==> src/hw/rtl/isort_pkg.sv <==
// Shared types and constants for the insertion sorter.
// Used by isort_cell and insertion_sorter; no dependencies.
package isort_pkg;

  localparam int DATA_W    = 32;
  localparam int DEPTH_DEF = 16;

  // Controller state, one-hot.
  typedef enum logic [1:0] {
    ST_COLLECT = 2'b01,
    ST_DRAIN   = 2'b10
  } state_t;

  // Command broadcast to every cell in the chain.
  typedef struct packed {
    logic insert;  // place a new element, shifting larger entries up
    logic shift;   // move every entry down one place toward the output
  } cell_ctl_t;

endpackage

==> src/hw/rtl/insertion_sorter.sv <==
// Top level of the insertion sorter: a chain of isort_cell instances
// plus the collect/drain controller. Depends on isort_pkg and isort_cell.
//
//  channel | ports                                      | handshake
//  --------+--------------------------------------------+--------------------------
//  input   | element, final_element                     | start && !busy
//  result  | sorted_value, final_result, overflowed     | strobe, no stall
//
// Flow: a non-final element is taken whenever busy is low, back to back;
// every cell compares against it in parallel and larger entries move up one
// place. A final element is inserted the same way, then the chain shifts
// toward cell 0 once per cycle, giving one result beat per stored entry
// (1 to DEPTH beats). busy is high for exactly those drain cycles.
// Reset clears the cell valid bits, the overflow flag and the controller;
// stored values are not reset. Results cannot be stalled by the receiver.
module insertion_sorter #(
  parameter int DEPTH = isort_pkg::DEPTH_DEF
) (
  input  logic                                clk,
  input  logic                                rst,
  input  logic                                start,
  output logic                                busy,
  input  logic signed [isort_pkg::DATA_W-1:0] element,
  input  logic                                final_element,
  output logic                                strobe,
  output logic signed [isort_pkg::DATA_W-1:0] sorted_value,
  output logic                                final_result,
  output logic                                overflowed
);

  isort_pkg::state_t    state, state_next;
  isort_pkg::cell_ctl_t ctl;
  logic                 overflow_seen;
  logic                 accept;
  logic                 full;
  logic                 last_beat;

  logic signed [isort_pkg::DATA_W-1:0] cell_value [DEPTH];
  logic [DEPTH-1:0]                    cell_valid;
  logic [DEPTH-1:0]                    cell_gt;
  logic [DEPTH-1:0]                    valid_inc;

  assign busy      = (state == isort_pkg::ST_DRAIN);
  assign accept    = start && !busy;
  // Store is full once the top cell holds an entry; further beats drop.
  assign full      = cell_valid[DEPTH-1];
  // Last result: nothing stored above cell 0.
  assign last_beat = busy && !cell_valid[1];

  assign ctl.insert = accept && !full;
  assign ctl.shift  = busy;

  // ---- cell chain ----
  for (genvar i = 0; i < DEPTH; i++) begin : g_cell
    logic signed [isort_pkg::DATA_W-1:0] lv, rv;
    logic                                lval, lgt, rval;
    if (i == 0) begin : g_first
      assign lv   = element;
      assign lval = 1'b1;
      assign lgt  = 1'b0;
    end else begin : g_mid
      assign lv   = cell_value[i-1];
      assign lval = cell_valid[i-1];
      assign lgt  = cell_gt[i-1];
    end
    if (i == DEPTH - 1) begin : g_last
      assign rv   = '0;
      assign rval = 1'b0;
    end else begin : g_inner
      assign rv   = cell_value[i+1];
      assign rval = cell_valid[i+1];
    end
    isort_cell u_cell (
      .clk         (clk),
      .rst         (rst),
      .ctl         (ctl),
      .elem        (element),
      .left_value  (lv),
      .left_valid  (lval),
      .left_gt     (lgt),
      .right_value (rv),
      .right_valid (rval),
      .value       (cell_value[i]),
      .valid       (cell_valid[i]),
      .gt          (cell_gt[i])
    );
  end

  // ---- controller ----
  always_comb begin
    state_next = state;
    unique case (state)
      isort_pkg::ST_COLLECT: begin
        if (accept && final_element) state_next = isort_pkg::ST_DRAIN;
      end
      isort_pkg::ST_DRAIN: begin
        if (last_beat) state_next = isort_pkg::ST_COLLECT;
      end
      default: state_next = isort_pkg::ST_COLLECT;
    endcase
  end

  always_ff @(posedge clk) begin
    if (rst) begin
      state <= isort_pkg::ST_COLLECT;
    end else begin
      state <= state_next;
    end
  end

  // Set on a dropped element (final one included), cleared after the list drains.
  always_ff @(posedge clk) begin
    if (rst) begin
      overflow_seen <= 1'b0;
    end else if (last_beat) begin
      overflow_seen <= 1'b0;
    end else if (accept && full) begin
      overflow_seen <= 1'b1;
    end
  end

  // ---- result beat: always taken from cell 0 ----
  assign strobe       = busy;
  assign sorted_value = cell_value[0];
  assign final_result = last_beat;
  assign overflowed   = overflow_seen;

  // ---- checks ----
  assign valid_inc = cell_valid + DEPTH'(1);

  // Occupied cells always form a contiguous run from cell 0.
  a_thermo: assert property (@(posedge clk) disable iff (rst)
    (valid_inc & cell_valid) == '0)
    else $error("cell valid bits not contiguous");

  // Every result beat carries a stored entry.
  a_beat_valid: assert property (@(posedge clk) disable iff (rst)
    strobe |-> cell_valid[0])
    else $error("result beat from empty cell");

  // Draining starts only after a final element was taken.
  a_drain_start: assert property (@(posedge clk) disable iff (rst)
    $rose(busy) |-> $past(start && final_element))
    else $error("drain without final element");

  // After the final beat the store is empty and the block is free.
  a_drain_end: assert property (@(posedge clk) disable iff (rst)
    final_result |=> (!busy && !cell_valid[0] && !overflowed))
    else $error("store not cleared after final beat");

endmodule

==> src/hw/rtl/isort_cell.sv <==
// One compare-and-hold cell of the sorting chain.
// Depends on isort_pkg (cell_ctl_t, DATA_W).
module isort_cell (
  input  logic                                clk,
  input  logic                                rst,
  input  isort_pkg::cell_ctl_t                ctl,
  input  logic signed [isort_pkg::DATA_W-1:0] elem,
  input  logic signed [isort_pkg::DATA_W-1:0] left_value,
  input  logic                                left_valid,
  input  logic                                left_gt,
  input  logic signed [isort_pkg::DATA_W-1:0] right_value,
  input  logic                                right_valid,
  output logic signed [isort_pkg::DATA_W-1:0] value,
  output logic                                valid,
  output logic                                gt
);

  // An empty cell counts as greater than anything, so the first free
  // cell picks up the element or the entry that moves up into it.
  assign gt = !valid || (value > elem);

  always_ff @(posedge clk) begin
    if (ctl.shift) begin
      value <= right_value;
    end else if (ctl.insert && gt) begin
      value <= left_gt ? left_value : elem;
    end
  end

  always_ff @(posedge clk) begin
    if (rst) begin
      valid <= 1'b0;
    end else if (ctl.shift) begin
      valid <= right_valid;
    end else if (ctl.insert) begin
      valid <= valid | left_valid;
    end
  end

endmodule
==> config.mk <==
export PLATFORM = sky130hd
export DESIGN_NAME = insertion_sorter
export DESIGN_NICKNAME = d
export VERILOG_FILES = /design/src/hw/rtl/isort_pkg.sv /design/src/hw/rtl/insertion_sorter.sv /design/src/hw/rtl/isort_cell.sv
export SDC_FILE = /design/constraint.sdc
export NUM_CORES = 2
export LEC_CHECK = 0
export ABC_AREA = 1
export BUFFER_PORTS_ARGS = -buffer_cell sky130_fd_sc_hd__buf_2
export CORE_UTILIZATION = 28
export CTS_BUF_LIST = sky130_fd_sc_hd__clkbuf_16
export DETAILED_ROUTE_END_ITERATION = 10
export HOLD_SLACK_MARGIN = 0.15
export PLACE_DENSITY = 0.4
export SKIP_LAST_GASP = 1
export SLEW_MARGIN = 25
export SYNTH_ARGS = -nofsm -noshare
export SYNTH_HDL_FRONTEND = slang
export SYNTH_HIERARCHICAL = 1
export SYNTH_SLANG_ARGS = --single-unit
==> constraint.sdc <==
create_clock -name clk -period 9.5 [get_ports clk]
set_input_delay 0 -clock clk [delete_from_list [all_inputs] [get_ports clk]]
set_output_delay 0 -clock clk [all_outputs]
set_load 0.02 [all_outputs]
### Yosys cells after proc, flatten, opt, wreduce, memory -nomap -nowiden

Index checks and enable logic that the tools add are counted.

| word-level totals | value |
|---|---|
| register bits after elaboration | 531 |
| bits in latches | 0 |
| memory bits (writable) | 0 |
| memory bits (read-only) | 0 |
| memories | 0 |

| operators by class | value |
|---|---|
| add/subtract/negate cells | 0 |
| $mul | 0 |
| div/mod/pow operators | 0 |
| magnitude comparators | 16 |
| equal/unequal tests | 4 |
| shifts and indexed selects | 0 |
| muxes and demuxes | 78 |
| bitwise logic cells | 15 |
| reductions and logical operators | 73 |

Operators with widths:

| cell | count |
|---|---|
| 32-bit 2-to-1 mux | 45 |
| 32-bit greater-than comparator | 16 |
| 2-bit nonzero test | 16 |
| 1-bit 2-to-1 mux | 30 |
| 1-bit logical AND | 21 |
| 1-bit zero test | 17 |
| 1-bit logical OR | 16 |
| 1-bit bitwise OR | 15 |
| 2-bit 2-to-1 mux | 2 |
| 2-bit case mux with 2 select lines | 1 |
| 2-bit OR reduction | 2 |
| 2-bit by 1-bit equality test with 1-bit output (second input constant) | 1 |
| 2-bit equality test (second input constant) | 1 |
| 2-bit by 1-bit inequality test with 1-bit output (second input constant) | 1 |
| 2-bit inequality test (second input constant) | 1 |
| 2-bit AND reduction | 1 |

### Depth between registers and ports, before layout

| logic depth | value |
|---|---|
| depth in word-level cells | 7 |
| mapped depth | 21 |
| mapped depth without buffers | 19 |

### Modules after synthesis

Netlist, hierarchy kept.

By module, submodules not included:

| module | times used | cells each | area an instance (µm²) | sequential area each (µm²) |
|---|---|---|---|---|
| isort_cell | 16 | 296 | 2568.7 | 980.9 |
| insertion_sorter | 1 | 25 | 170.2 | 60.1 |

### Least setup slack after synthesis

No wires, ideal clock.

| path | value |
|---|---|
| kind | register to register |
| start | register state[0] |
| end | register g_cell[0].u_cell/value[0] in the netlist's numbering, enable pin |
| arrival time | 3.137 ns |
| data required time | 9.111 ns |
| setup slack | 5.974 ns |
| stages on the path, launching flop included | 7 |
| clock period less this slack | 3.526 ns |
| cells stage by stage | dfxtp_1 inv_1 nand2_2 inv_1 inv_2 clkbuf_1 nand2_1 |

| on the way | value |
|---|---|
| word-level cells in the longest chain between the ends | 6 |

Ends and longest elaborated chain:

| item | line | source |
|---|---|---|
| start, declared | insertion_sorter.sv:31 | `isort_pkg::state_t state, state_next;` |
| start signal, assigned | insertion_sorter.sv:105 | `state <= isort_pkg::ST_COLLECT;` |
| start signal, assigned | insertion_sorter.sv:107 | `state <= state_next;` |
| 2-bit equality test (*) | insertion_sorter.sv:43 | `assign busy = (state == isort_pkg::ST_DRAIN);` |
| via busy | insertion_sorter.sv:22 | `output logic busy,` |
| 1-bit zero test | insertion_sorter.sv:44 | `assign accept = start && !busy;` |
| 1-bit logical AND | insertion_sorter.sv:44 |  |
| 1-bit logical AND | insertion_sorter.sv:50 | `assign ctl.insert = accept && !full;` |
| 1-bit logical AND | isort_cell.sv:25 | `end else if (ctl.insert && gt) begin` |
| 2-bit nonzero test (no source line) (*) | n/a |  |
| end signal, assigned | isort_cell.sv:24 | `value <= right_value;` |
| end signal, assigned | isort_cell.sv:26 | `value <= left_gt ? left_value : elem;` |
| end, declared | isort_cell.sv:13 | `output logic signed [isort_pkg::DATA_W-1:0] value,` |

Mark *: on every way through the listed nets, which the timed path passes. The rest lies on a longest branch.
A chain may end at the register's enable or synchronous reset.

### Final worst setup path

| path | value |
|---|---|
| start | input port element[15] in the netlist's numbering |
| end | register g_cell[5].u_cell/value[8] in the netlist's numbering, enable pin |

| on the way | value |
|---|---|
| word-level cells in the longest chain between the ends | 4 |

Ends and longest elaborated chain:

| item | line | source |
|---|---|---|
| start, declared | insertion_sorter.sv:23 | `input logic signed [isort_pkg::DATA_W-1:0] element,` |
| 32-bit greater-than comparator | isort_cell.sv:20 | `assign gt = !valid \|\| (value > elem);` |
| 1-bit logical OR | isort_cell.sv:20 |  |
| via cell_gt[5] | insertion_sorter.sv:40 | `logic [DEPTH-1:0] cell_gt;` |
| 1-bit logical AND | isort_cell.sv:25 |  |
| 2-bit nonzero test (no source line) | n/a |  |
| end signal, assigned | isort_cell.sv:24 |  |
| end signal, assigned | isort_cell.sv:26 |  |
| end, declared | isort_cell.sv:13 |  |

The timed path passes the listed nets, and every way through them passes these cells.

==> results.md <==
* Max-cap violation count at 0
* Total number of placement rows at 140
* Starting density of the core at 0.283
* Overall Power at 7.39 mW
* Synthesized cell area at 41,300 µm²
* Ant. Diodes at 0
* Multi-input gate area at 22,200 µm²
* Number of vias in the routed layout at 32.2k
* Time the worst path needs with I/O delays and setup at around 3.7 ns
* Maximum single-stage delay on the critical path at roughly 0.56 ns
* Later-pin clock latency in the skew report at between 0.6 and 0.7 ns
* Area of the core at 146,000 µm²
* Height of the die at 386 µm
* Total of buffers placed on input and output ports at slightly above 70
* Yosys warnings at 6
* Synthesized instance count at 4,761
* Total track usage at 0.159
* Number of antenna violations at the first check in global routing at 1
* Gp weighted congestion at 0.770
* Most numerous cell on the critical path: sky130_fd_sc_hd__nand2_1
* First-pass iteration count of the detailed router at 5
* Number of buffers inserted to repair setup after CTS at 0
* Vias per inst at around 4.7
* Power density of the placed cells at 160 nW/µm²
* Kind of start point of the critical path: input pin
* Vias in the first global route at 32.6k
* Clock sinks at between 500 and 600
* Setup TNS at 0 ns
* Data required time at the worst endpoint at 9.83 ns
* Final period utilization at 0.394
* Final Hold Fails at 0
* Root Buffer: sky130_fd_sc_hd__clkbuf_16
* TritonCTS clock tree: done
* Fill cells at 15.3k
* Worst min-delay path category: in -> reg
* Distinct cell type count after synthesis at 27
* Crit path cell chain: dlygate4sd3_1 -> buf_2 -> inv_1 -> ha_1 -> nand2_1 -> nor2_1 -> nand4_1 -> clkinv_1 -> nand2_1 -> nand2_1 -> nand2_1 -> nand3_1 -> nand3_2 -> nand2_2 -> buf_4 -> nand2_1 -> nand2_1 -> buf_4
* Upper clock frequency limit at ~0.27 GHz
* Leak Pwr at roughly 21 nW
* Critical-path cell with the highest stage delay: sky130_fd_sc_hd__dlygate4sd3_1
* R2R setup slack at 5.82 ns
* CP Launch Point: element[15]
* Relative max-transition margin at 0.503
* Post-route clock skew at 0.0214 ns
* Worst flop-to-flop path startpoint: g_cell[11].u_cell/value[7]
* Total of endpoints with negative setup slack in the final report at 0
* Count of instances resized after the clock tree is built at 0
* Overall die area at approximately 150,000 µm²
* Synthesized area per cell at 8.67 µm²
* Seq cells post-synth at 531
* Data arrival time at the worst-slack endpoint at 4.06 ns
* Number of routed nets with antenna violations at 0
* Worst reg2reg path depth at 15
* Iter 0 DRT Violations at approximately 1.9k
* Number of buffers on the longest clock path at 3
* Worst IR Drop VDD at about 0.097 mV
* Number of top-level pins at between 70 and 80
* First-pass GRT wire length at 187 mm
* Layout cells sized above 1 at 0.0798
* Kind of capture point of the worst setup path: flop
* Final WL at 119 mm
* Transition at the pin with the smallest max-transition slack at about 0.74 ns
* Maximum number of pins on one net before global-route repair at 64
* Per-cell routed wire length at 17.5 µm
* Remaining DRCs at 0
* Seq. cell area at 15,800 µm²
* Category of the most critical setup path: in -> reg
* Number of buffers created by CTS at 73
* Clock slew at reported path FFs at 0.05 ns
* Final slew viol count at 0
* Critical path destination: g_cell[5].u_cell/value[8]
* Critical R2R Capture: g_cell[11].u_cell/value[23]
* RSZ-0062 raised after global routing: no
* Outcome: completed
* Max FO, Critical Path at 63
* Maximum level of the CTS H-tree at 3
* Final HPWL DP at between 80 and 90 mm
* Die Width at 386 µm
* Hold buffer count at CTS at 38
* Area growth from synthesis to layout at 12.1%
* Remaining global-route overflow at 0
* Hold_ws at around 0.25 ns
* Number of nets in the finished design at 5,370
* Sequential area share after synthesis at 0.382
## state kept, by name, summed over array words and instances (netlist names)
signal / cells
g_cell.u_cell/value: 512
g_cell.u_cell/valid: 16
state: 2
overflowed: 1
## per-stage QoR
step / utilization / setup WS [ns] / cells / cell area [µm²]
after floorplan: - / 5.97 / 4794 / 41400
after global placement: 0.300 / 5.57 / 6626 / 43800
after detailed placement: 0.300 / 5.64 / 6626 / 43800
after CTS: 0.317 / 5.74 / 6791 / 46300
after global routing: 0.317 / 5.42 / 6791 / 46300
final: 0.317 / 5.76 / 6791 / 46300
## critical path: cells and delay by family
family | cells | cell delay [ns]
buffers and inverters | 6 | 2.21
and+or+nand+nor | 11 | 1.47
adders and majority gates | 1 | 0.32
## Yosys cell counts
cell | instances | area (µm²)
sky130_fd_sc_hd__nand2_1 | 1076 | 4040
sky130_fd_sc_hd__inv_1 | 647 | 2430
sky130_fd_sc_hd__edfxtp_1 | 512 | 15400
sky130_fd_sc_hd__ha_1 | 512 | 6410
sky130_fd_sc_hd__o21a_1 | 480 | 3600
sky130_fd_sc_hd__o211ai_1 | 464 | 3480
sky130_fd_sc_hd__a21oi_1 | 304 | 1520
sky130_fd_sc_hd__clkbuf_1 | 208 | 781
sky130_fd_sc_hd__nor2_1 | 177 | 664
sky130_fd_sc_hd__nand3_1 | 34 | 170
sky130_fd_sc_hd__nand2_2 | 33 | 206
sky130_fd_sc_hd__nand4_1 | 33 | 206
sky130_fd_sc_hd__a21o_1 | 32 | 240
sky130_fd_sc_hd__inv_2 | 32 | 120
sky130_fd_sc_hd__nor2_2 | 32 | 200
sky130_fd_sc_hd__o21ai_0 | 32 | 160
sky130_fd_sc_hd__dfxtp_1 | 19 | 380
sky130_fd_sc_hd__a21oi_2 | 18 | 158
sky130_fd_sc_hd__nand3_2 | 17 | 170
sky130_fd_sc_hd__a211oi_1 | 16 | 120
sky130_fd_sc_hd__clkinv_1 | 16 | 60.1
sky130_fd_sc_hd__nand4_4 | 16 | 340
sky130_fd_sc_hd__nor3b_2 | 16 | 200
sky130_fd_sc_hd__o21a_2 | 16 | 140
sky130_fd_sc_hd__o21ai_1 | 16 | 80.1
sky130_fd_sc_hd__conb_1 | 2 | 7.51
sky130_fd_sc_hd__buf_4 | 1 | 7.51
## worst min-delay path by stage
stage | from | endpoint | slack [ns] | cells after the start
6_report | final_element | state[0] | 0.25 | 5
5_1_grt | final_element | state[0] | 0.25 | 5
4_1_cts | final_element | state[0] | 0.21 | 5
3_5_place_dp | start | overflowed | 0.30 | 3
3_3_place_gp | start | overflowed | 0.30 | 3
2_1_floorplan | rst | state[1] | 0.06 | 1
## power by group
| part | internal [mW] | switching (mW) | leakage, nW |
|---|---|---|---|
| clock network | 1.44 | 1.09 | 1.17 |
| logic | 0.700 | 0.985 | 14.9 |
| registers | 2.93 | 0.246 | 5.16 |
| total | 5.07 | 2.33 | 21.3 |
## final cells by class
class | count | share of cell area
multi-input cells | 3359 | 0.481
flip-flops and latches | 531 | 0.340
inverters | 695 | 0.0564
well taps | 1917 | 0.0518
clock buffers | 77 | 0.0416
repair buffers | 162 | 0.0245
clock inverters | 50 | 0.00438
## cells by family after synthesis
family / synth area share
buf+inv: 0.0823
flops: 0.382
compound gates: 0.230
simple gates: 0.150
other cells: 0.000182
fa+ha+maj: 0.155
## cell usage in the layout, fill, tap and decap left out, drive strengths merged
cell / count
nand4: 49
o21ai: 48
ha: 512
inv: 714
buf: 124
nand3: 51
a211oi: 16
a21o: 32
clkbuf: 77
o21a: 496
o211ai: 464
a21oi: 322
nand2: 1109
dfxtp: 19
dlygate4sd3: 38
edfxtp: 512
clkinv: 31
nor2: 209
conb: 35
nor3b: 16
## metal layers
layer | global-route usage | wire length (µm) | up-vias
met3 | 0.0216 | 3550 | 122
li1 | - | - | 16700
met5 | 0 | 13 | -
met4 | 0.0373 | 2470 | 2
met1 | 0.229 | 60600 | 14900
met2 | 0.250 | 52300 | 443
Note: power is estimated with default switching activity, not from simulation.
